### src/rtl/core/clcg_pkg.sv
// ----------------------------------------------------------------------------
// clcg_pkg: shared types and constants for the combined LCG core
// Multipliers, moduli, fold constants, register indexes, sequencer states
// and the control word handed to the shared arithmetic unit.
// ----------------------------------------------------------------------------
package clcg_pkg;

	localparam int GEN_W  = 31;
	localparam int MULK_W = 16;
	localparam int PROD_W = GEN_W + MULK_W;
	localparam int DIF_W  = 8;
	localparam int HD_W   = MULK_W + DIF_W;
	localparam int FOLD_W = GEN_W + 1;

	// generator one: 40014 * s mod (2^31 - 85)
	localparam logic [MULK_W-1:0] MUL_ONE = 16'd40014;
	localparam logic [GEN_W-1:0]  MOD_ONE = 31'd2147483563;
	localparam logic [DIF_W-1:0]  DIF_ONE = 8'd85;

	// generator two: 40692 * s mod (2^31 - 249)
	localparam logic [MULK_W-1:0] MUL_TWO = 16'd40692;
	localparam logic [GEN_W-1:0]  MOD_TWO = 31'd2147483399;
	localparam logic [DIF_W-1:0]  DIF_TWO = 8'd249;

	localparam logic [GEN_W-1:0] WRAP_ADD   = 31'd2147483562;
	localparam logic [GEN_W-1:0] SEED_RESET = 31'd1;

	// configuration register indexes
	localparam logic REG_SEED_ONE = 1'b0;
	localparam logic REG_SEED_TWO = 1'b1;

	typedef enum logic [5:0] {
		ST_IDLE  = 6'b000001,
		ST_MUL_A = 6'b000010,
		ST_MUL_B = 6'b000100,
		ST_RED_A = 6'b001000,
		ST_RED_B = 6'b010000,
		ST_MIX   = 6'b100000
	} clcg_state_t;

	// operand selects for the shared unit (1 = generator two)
	typedef struct packed {
		logic mul_two;
		logic fold_two;
		logic sub_two;
	} clcg_ctl_t;

endpackage

### src/rtl/core/clcg_alu.sv
// ----------------------------------------------------------------------------
// clcg_alu: shared multiply and modular reduction unit
// 31x16 constant multiply, high-part fold (2^31 = d mod m) and a final
// conditional subtract, with constants picked per generator.
// ----------------------------------------------------------------------------
module clcg_alu
	import clcg_pkg::*;
(
	input  clcg_ctl_t         ctl,
	input  logic [GEN_W-1:0]  mul_src,
	input  logic [PROD_W-1:0] prod,
	input  logic [FOLD_W-1:0] fold,
	output logic [PROD_W-1:0] product,
	output logic [FOLD_W-1:0] folded,
	output logic [GEN_W-1:0]  reduced
);

	logic [MULK_W-1:0] mul_k;
	logic [DIF_W-1:0]  dif_k;
	logic [GEN_W-1:0]  mod_k;
	logic [MULK_W-1:0] prod_hi;
	logic [HD_W-1:0]   hi_term;
	logic [FOLD_W-1:0] fold_sub;

	// constant selection
	assign mul_k = ctl.mul_two  ? MUL_TWO : MUL_ONE;
	assign dif_k = ctl.fold_two ? DIF_TWO : DIF_ONE;
	assign mod_k = ctl.sub_two  ? MOD_TWO : MOD_ONE;

	// multiply
	assign product = {{MULK_W{1'b0}}, mul_src} * {{GEN_W{1'b0}}, mul_k};

	// fold: hi * 2^31 + lo == hi * d + lo (mod m), result below 2m
	assign prod_hi = prod[PROD_W-1:GEN_W];
	assign hi_term = {{DIF_W{1'b0}}, prod_hi} * {{MULK_W{1'b0}}, dif_k};
	assign folded  = {1'b0, prod[GEN_W-1:0]} + {{(FOLD_W-HD_W){1'b0}}, hi_term};

	// final conditional subtract
	assign fold_sub = fold - {1'b0, mod_k};
	assign reduced  = (fold >= {1'b0, mod_k}) ? fold_sub[GEN_W-1:0] : fold[GEN_W-1:0];

endmodule

### src/rtl/core/combined_lcg_two_stream_31bit_core.sv
// ----------------------------------------------------------------------------
// combined_lcg_two_stream_31bit_core: two-generator combined LCG source
// Advances two 31-bit multiplicative generators per request and returns
// their wrapped difference as a 31-bit value.
// ----------------------------------------------------------------------------
// Usage:
//   Input channel (in_valid/in_ready) carries one word: restart. With
//   restart set, both generators load seed_one/seed_two before advancing.
//   Output channel (out_valid/out_ready) carries random_value, 1..2147483562.
//   Seeds are written on cfg_we with cfg_index 0 (seed_one) or 1 (seed_two);
//   the user must write them only while the core is idle; the core does not enforce it.
// Sequence:
//   An accepted word steps through MUL_A, MUL_B, RED_A, RED_B and MIX;
//   out_valid rises when MIX passes the value to the output register.
//   A new word can be accepted as the previous one leaves MIX. The single
//   multiplier and reduction unit is used twice per word (once per generator), then MIX combines.
// Reset:
//   Both generators and both seeds reset to 1; no value is pending.
// Stall:
//   The finished value sits in the output register; a following word is
//   still taken and holds in its combine step until the register frees.
// ----------------------------------------------------------------------------
module combined_lcg_two_stream_31bit_core
	import clcg_pkg::*;
(
	input  logic             clk,
	input  logic             arst_n,
	input  logic             cfg_we,
	input  logic             cfg_index,
	input  logic [GEN_W-1:0] cfg_wdata,
	input  logic             in_valid,
	output logic             in_ready,
	input  logic             restart,
	output logic             out_valid,
	input  logic             out_ready,
	output logic [GEN_W-1:0] random_value
);

	clcg_state_t       st_q;
	logic [GEN_W-1:0]  seed_one_q, seed_two_q;
	logic [GEN_W-1:0]  gen_one_q, gen_two_q;
	logic [PROD_W-1:0] prod_q;
	logic [FOLD_W-1:0] fold_q;
	logic [GEN_W-1:0]  value_q;
	logic              out_valid_q;

	clcg_ctl_t         ctl;
	logic [GEN_W-1:0]  mul_src;
	logic [PROD_W-1:0] product;
	logic [FOLD_W-1:0] folded;
	logic [GEN_W-1:0]  reduced;
	logic              out_free;
	logic              in_acc;
	logic              mix_go;
	logic [GEN_W-1:0]  mix_diff;
	logic [GEN_W-1:0]  mix_val;

	assign out_free = !out_valid_q || out_ready;
	assign mix_go   = (st_q == ST_MIX) && out_free;
	assign in_ready = (st_q == ST_IDLE) || mix_go;
	assign in_acc   = in_valid && in_ready;

	// configuration registers
	always_ff @(posedge clk or negedge arst_n) begin
		if (!arst_n) begin
			seed_one_q <= SEED_RESET;
			seed_two_q <= SEED_RESET;
		end else if (cfg_we) begin
			if (cfg_index == REG_SEED_ONE) seed_one_q <= cfg_wdata;
			else seed_two_q <= cfg_wdata;
		end
	end

	// unit control per step
	always_comb begin
		ctl     = '0;
		mul_src = gen_one_q;
		case (st_q)
			ST_MUL_B: begin
				ctl.mul_two = 1'b1;
				mul_src     = gen_two_q;
			end
			ST_RED_A: begin
				ctl.fold_two = 1'b1;
			end
			ST_RED_B: begin
				ctl.sub_two = 1'b1;
			end
			default: begin
				ctl = '0;
			end
		endcase
	end

	clcg_alu u_alu (
		.ctl     (ctl),
		.mul_src (mul_src),
		.prod    (prod_q),
		.fold    (fold_q),
		.product (product),
		.folded  (folded),
		.reduced (reduced)
	);

	// sequencer
	always_ff @(posedge clk or negedge arst_n) begin
		if (!arst_n) begin
			st_q <= ST_IDLE;
		end else begin
			case (st_q)
				ST_IDLE:  if (in_acc) st_q <= ST_MUL_A;
				ST_MUL_A: st_q <= ST_MUL_B;
				ST_MUL_B: st_q <= ST_RED_A;
				ST_RED_A: st_q <= ST_RED_B;
				ST_RED_B: st_q <= ST_MIX;
				ST_MIX: begin
					if (in_acc) st_q <= ST_MUL_A;
					else if (mix_go) st_q <= ST_IDLE;
				end
				default: st_q <= ST_IDLE;
			endcase
		end
	end

	// generator state: seed load on restart, reduced value written back
	always_ff @(posedge clk or negedge arst_n) begin
		if (!arst_n) begin
			gen_one_q <= SEED_RESET;
			gen_two_q <= SEED_RESET;
		end else if (in_acc && restart) begin
			gen_one_q <= seed_one_q;
			gen_two_q <= seed_two_q;
		end else if (st_q == ST_RED_A) begin
			gen_one_q <= reduced;
		end else if (st_q == ST_RED_B) begin
			gen_two_q <= reduced;
		end
	end

	// product and fold registers
	always_ff @(posedge clk) begin
		if (st_q == ST_MUL_A || st_q == ST_MUL_B) prod_q <= product;
		if (st_q == ST_MUL_B || st_q == ST_RED_A) fold_q <= folded;
	end

	// combine: z = g1 - g2, wrapped into 1..WRAP_ADD
	assign mix_diff = gen_two_q - gen_one_q;
	assign mix_val  = (gen_one_q > gen_two_q) ? (gen_one_q - gen_two_q)
	                                           : (WRAP_ADD - mix_diff);

	// output register
	always_ff @(posedge clk or negedge arst_n) begin
		if (!arst_n) begin
			out_valid_q <= 1'b0;
		end else if (mix_go) begin
			out_valid_q <= 1'b1;
		end else if (out_ready) begin
			out_valid_q <= 1'b0;
		end
	end

	always_ff @(posedge clk) begin
		if (mix_go) value_q <= mix_val;
	end

	assign out_valid    = out_valid_q;
	assign random_value = value_q;

	// checks
	a_acc_starts: assert property (@(posedge clk) disable iff (!arst_n)
		in_acc |=> st_q == ST_MUL_A)
		else $error("accepted word did not start the multiply step");

	a_gen_one_reduced: assert property (@(posedge clk) disable iff (!arst_n)
		st_q == ST_RED_A |=> gen_one_q < MOD_ONE)
		else $error("generator one not reduced below its modulus");

	a_gen_two_reduced: assert property (@(posedge clk) disable iff (!arst_n)
		st_q == ST_RED_B |=> gen_two_q < MOD_TWO)
		else $error("generator two not reduced below its modulus");

	a_value_range: assert property (@(posedge clk) disable iff (!arst_n)
		out_valid_q |-> (value_q != '0) && (value_q <= WRAP_ADD))
		else $error("output value out of range");

	a_mix_holds: assert property (@(posedge clk) disable iff (!arst_n)
		(st_q == ST_MIX) && !out_free |=> st_q == ST_MIX)
		else $error("combine step left while output register full");

endmodule
### config.mk
export PLATFORM = sky130hd
export DESIGN_NAME = combined_lcg_two_stream_31bit_core
export DESIGN_NICKNAME = d
export VERILOG_FILES = /design/src/rtl/core/clcg_pkg.sv /design/src/rtl/core/clcg_alu.sv /design/src/rtl/core/combined_lcg_two_stream_31bit_core.sv
export SDC_FILE = /design/constraint.sdc
export NUM_CORES = 2
export LEC_CHECK = 0
export BUFFER_PORTS_ARGS = -buffer_cell sky130_fd_sc_hd__buf_4
export CAP_MARGIN = 0
export CORE_MARGIN = 2
export CORE_UTILIZATION = 45
export CTS_CLUSTER_DIAMETER = 60
export DETAILED_ROUTE_END_ITERATION = 10
export HOLD_SLACK_MARGIN = 0.05
export PLACE_DENSITY = 0.72
export SYNTH_ARGS = -nofsm -noshare
export SYNTH_HDL_FRONTEND = slang
export SYNTH_SLANG_ARGS = --single-unit
### constraint.sdc
create_clock -name clk -period 7.25 [get_ports clk]
set_clock_uncertainty 0.1 [all_clocks]
set_input_delay 0.3625 -clock clk [delete_from_list [all_inputs] [get_ports clk]]
set_output_delay 0.3625 -clock clk [all_outputs]
set_load 0.03 [all_outputs]
==> parameters.txt <==
Parameter                              Value

Logic synthesis
  Post-synthesis average cell area    9.47 um^2
  Syn Nets    about 3900
  Post-Synthesis Cell Area    approximately 0.030 mm^2
  Post-synthesis sequential area ratio    22.1%
  Async S/R FF share, synth    54.6%
  Number of synthesized register bits    240
  Number of warnings printed during yosys synthesis    0
  Main flop type after synthesis    sky130_fd_sc_hd__dfrtp_1
  Number of distinct library cells after synthesis    about 90
  Post-synthesis cell count    3136
  Number of enable flip-flop cells after synthesis    approximately 110

STA
  Slack of the critical path    approximately 0.17 ns
  Fin crit share    97.7%
  Setup violation total in the final timing report    0
  RSZ-0062 raised after global routing    yes
  Relative slew slack    22.2%
  Measured slew at the worst slew-check pin    roughly 1.2 ns
  Time the worst path needs with I/O delays and setup    between 7 and 8 ns
  Final hold violation count    0
  Final Slew Violations    0
  Maximum clock frequency    ~140 MHz

Drt
  Via density per instance    ~5.3
  Overall routed net length    76900 um
  Via count    approximately 23000
  DR WL/cell    between 15 and 20 um
  DRC marker count from the first detailed-route iteration    between 1500 and 2000
  Remaining antenna violation count    0
  DRC    0
  Number of detailed-routing iterations run before antenna repair    8

Layout
  Commonest non-fill, non-tap cells in the layout    sky130_fd_sc_hd__inv_1, sky130_fd_sc_hd__ha_1, sky130_fd_sc_hd__fa_1
  Share of cells above drive strength 1    between 10% and 20%
  Layout-stage area growth over the synthesis result    18.2%
  Diode count    0
  Number of filler cells placed in the layout    ~5600
  Leading cell type in the layout, fill and taps excluded    sky130_fd_sc_hd__inv_1
  # nets final    between 4000 and 5000

Die
  Number of standard-cell rows in the floorplan    94
  Die Span X    261 um
  Die outline area    about 0.068 mm^2
  # IOs    between 70 and 80
  Placeable Area    ~0.066 mm^2
  Vertical die dimension    ~260 um
  Initial Utilization    45.3%

Setup path
  Reg2Reg Capture Point    prod_q[44]
  Critical path data required time    about 7.4 ns
  Endpoint type of the worst setup path    register
  Arr. time, crit path    7.28 ns
  Biggest cell delay along the critical path    0.57 ns
  Crit path max-delay cell type    sky130_fd_sc_hd__fa_1
  Crit Path Class    reg2reg
  Launch point of the worst reg-to-reg path    st_q[5]
  Reg2Reg Depth    29
  Most frequent CP cell    sky130_fd_sc_hd__inv_1
  Kind of start point of the critical path    register
  Biggest fanout along the worst timing path    8
  Worst R2R Setup Slack    about 0.17 ns

Place
  Half-perimeter wire length of the detailed placement result    roughly 63000 um
  Minimum setup slack after placement    -0.507 ns
  Port Buf Inserts    70
  Final weighted congestion in routability-driven placement    between 0.9 and 1

Clock network
  Clock transition time at the flip-flop clock pins of the worst setup and hold paths    0.06 ns
  # clock sinks    240
  H-tree Lvls    2
  Number of buffers inserted during clock tree synthesis    36
  Clock insertion delay at the later pin of the skew report    about 0.56 ns
  Root Buffer    sky130_fd_sc_hd__clkbuf_16
  Maximum clock path buffer count    3
  Clock tree from TritonCTS    yes

Global routing
  Via count of the first global-routing pass    approximately 23000
  Leftover overflow at the end of global routing    0
  Antenna violations before repair    0
  Global-route wire length before repair    roughly 120000 um
  Pin count of the biggest net entering global routing    between 80 and 90
  Total GRT Usage    23.0%

Run
  Count of maximum capacitance violations    0

Run status
  Outcome    completed

Hold path
  Hold/Removal Path Class    in2async
Yosys cell counts, types with 56 or more instances:
library cell               count  area [um^2]
sky130_fd_sc_hd__nor2_1      161          604
sky130_fd_sc_hd__inv_1       678         2540
sky130_fd_sc_hd__dfrtp_1     126         3150
sky130_fd_sc_hd__o21ai_0     137          686
sky130_fd_sc_hd__xnor2_1     123         1080
sky130_fd_sc_hd__xor2_1       61          534
sky130_fd_sc_hd__a21oi_1     189          946
sky130_fd_sc_hd__ha_1        363         4540
sky130_fd_sc_hd__edfxtp_1    109         3270
sky130_fd_sc_hd__nand2_1     172          646
sky130_fd_sc_hd__clkbuf_1     56          210
sky130_fd_sc_hd__mux2_2       65          732
sky130_fd_sc_hd__fa_1        336         6730
sky130_fd_sc_hd__a21o_1       56          420
how the worst max path moves through the flow:
stage / from / end / slack (ns) / cells after the start
after global routing: st_q[5] / prod_q[44] / -0.13 / 29
after detailed placement: st_q[4] / prod_q[43] / -0.51 / 28
after floorplan: st_q[0] / prod_q[44] / -0.003 / 31
final: st_q[5] / prod_q[44] / 0.17 / 29
after CTS: st_q[5] / prod_q[46] / 0.02 / 29
after global placement: st_q[4] / prod_q[45] / -0.30 / 28
critical path, delay by kind of cell, from the launching register on:
family / cells / cell delay [ns]
simple gates: 7 / 1.18
xor+xnor: 1 / 0.10
flops: 1 / 0.41
buf+inv: 6 / 0.44
fa+ha+maj: 7 / 3.07
compound gates: 8 / 1.52
kinds of logic after synthesis:
| kind of cell | Yosys count | share of synthesized area, % |
|---|---|---|
| AOI/OAI and AO/OA | 581 | 12.1 |
| xor gates and xnor gates | 184 | 5.43 |
| adders and majority gates | 702 | 38.0 |
| buffers and inverters | 767 | 9.83 |
| DFF | 240 | 22.1 |
| muxes | 80 | 2.97 |
| and+or+nand+nor | 582 | 9.53 |
routing by layer:
layer	track usage [%]	part of all wire (%)	vias up
li1	-	-	10849
met1	30.6	43	11318
met2	38.5	48	673
met3	3.40	5.8	157
met4	7.10	3.7	0
met5	0	0	-
final cells by class:
class                      instances  area (um^2)  share of cell area (%)
clock inverter                    23          221                   0.631
sequential                       240         6560                    18.7
timing repair buffer             342         2750                    7.84
tap                              864         1080                    3.08
inverter                         681         2570                    7.32
clock buffer                      43          957                    2.73
multi-input combinational       2129        21000                    59.7
repair_timing:
action	CTS	global route
hold endpoints to repair	128	0
cloned	0	1
endpoints found under the setup margin	16	19
pin swaps	7	62
hold buffers	34	0
setup buffers	1	12
gates resized for setup	22	145
through the flow:
stage / area, um^2 / util (%) / TNS, ns / hold slack [ns] / cells
final: 35100 / 53.6 / 0 / 0.261 / 4322
after global routing: 35100 / 53.6 / -0.265 / 0.292 / 4322
after CTS: 34400 / 52.4 / 0 / 0.231 / 4310
after detailed placement: 32700 / 49.9 / -2.73 / 0.282 / 4209
after global placement: 32700 / 49.9 / -0.973 / 0.276 / 4209
after floorplan: 29700 / - / -0.00326 / -0.0331 / 3136
flip-flops by register name, summed over array words and instances, names as in the netlist, 6 cells and up:
| signal | flops |
|---|---|
| random_value | 31 |
| seed_one_q | 31 |
| gen_two_q | 31 |
| gen_one_q | 31 |
| st_q | 6 |
| fold_q | 32 |
| seed_two_q | 31 |
| prod_q | 46 |
Power is left out: the tool's default activity adds up to more than one toggle a clock period on the data nets, which glitch-free logic cannot reach.
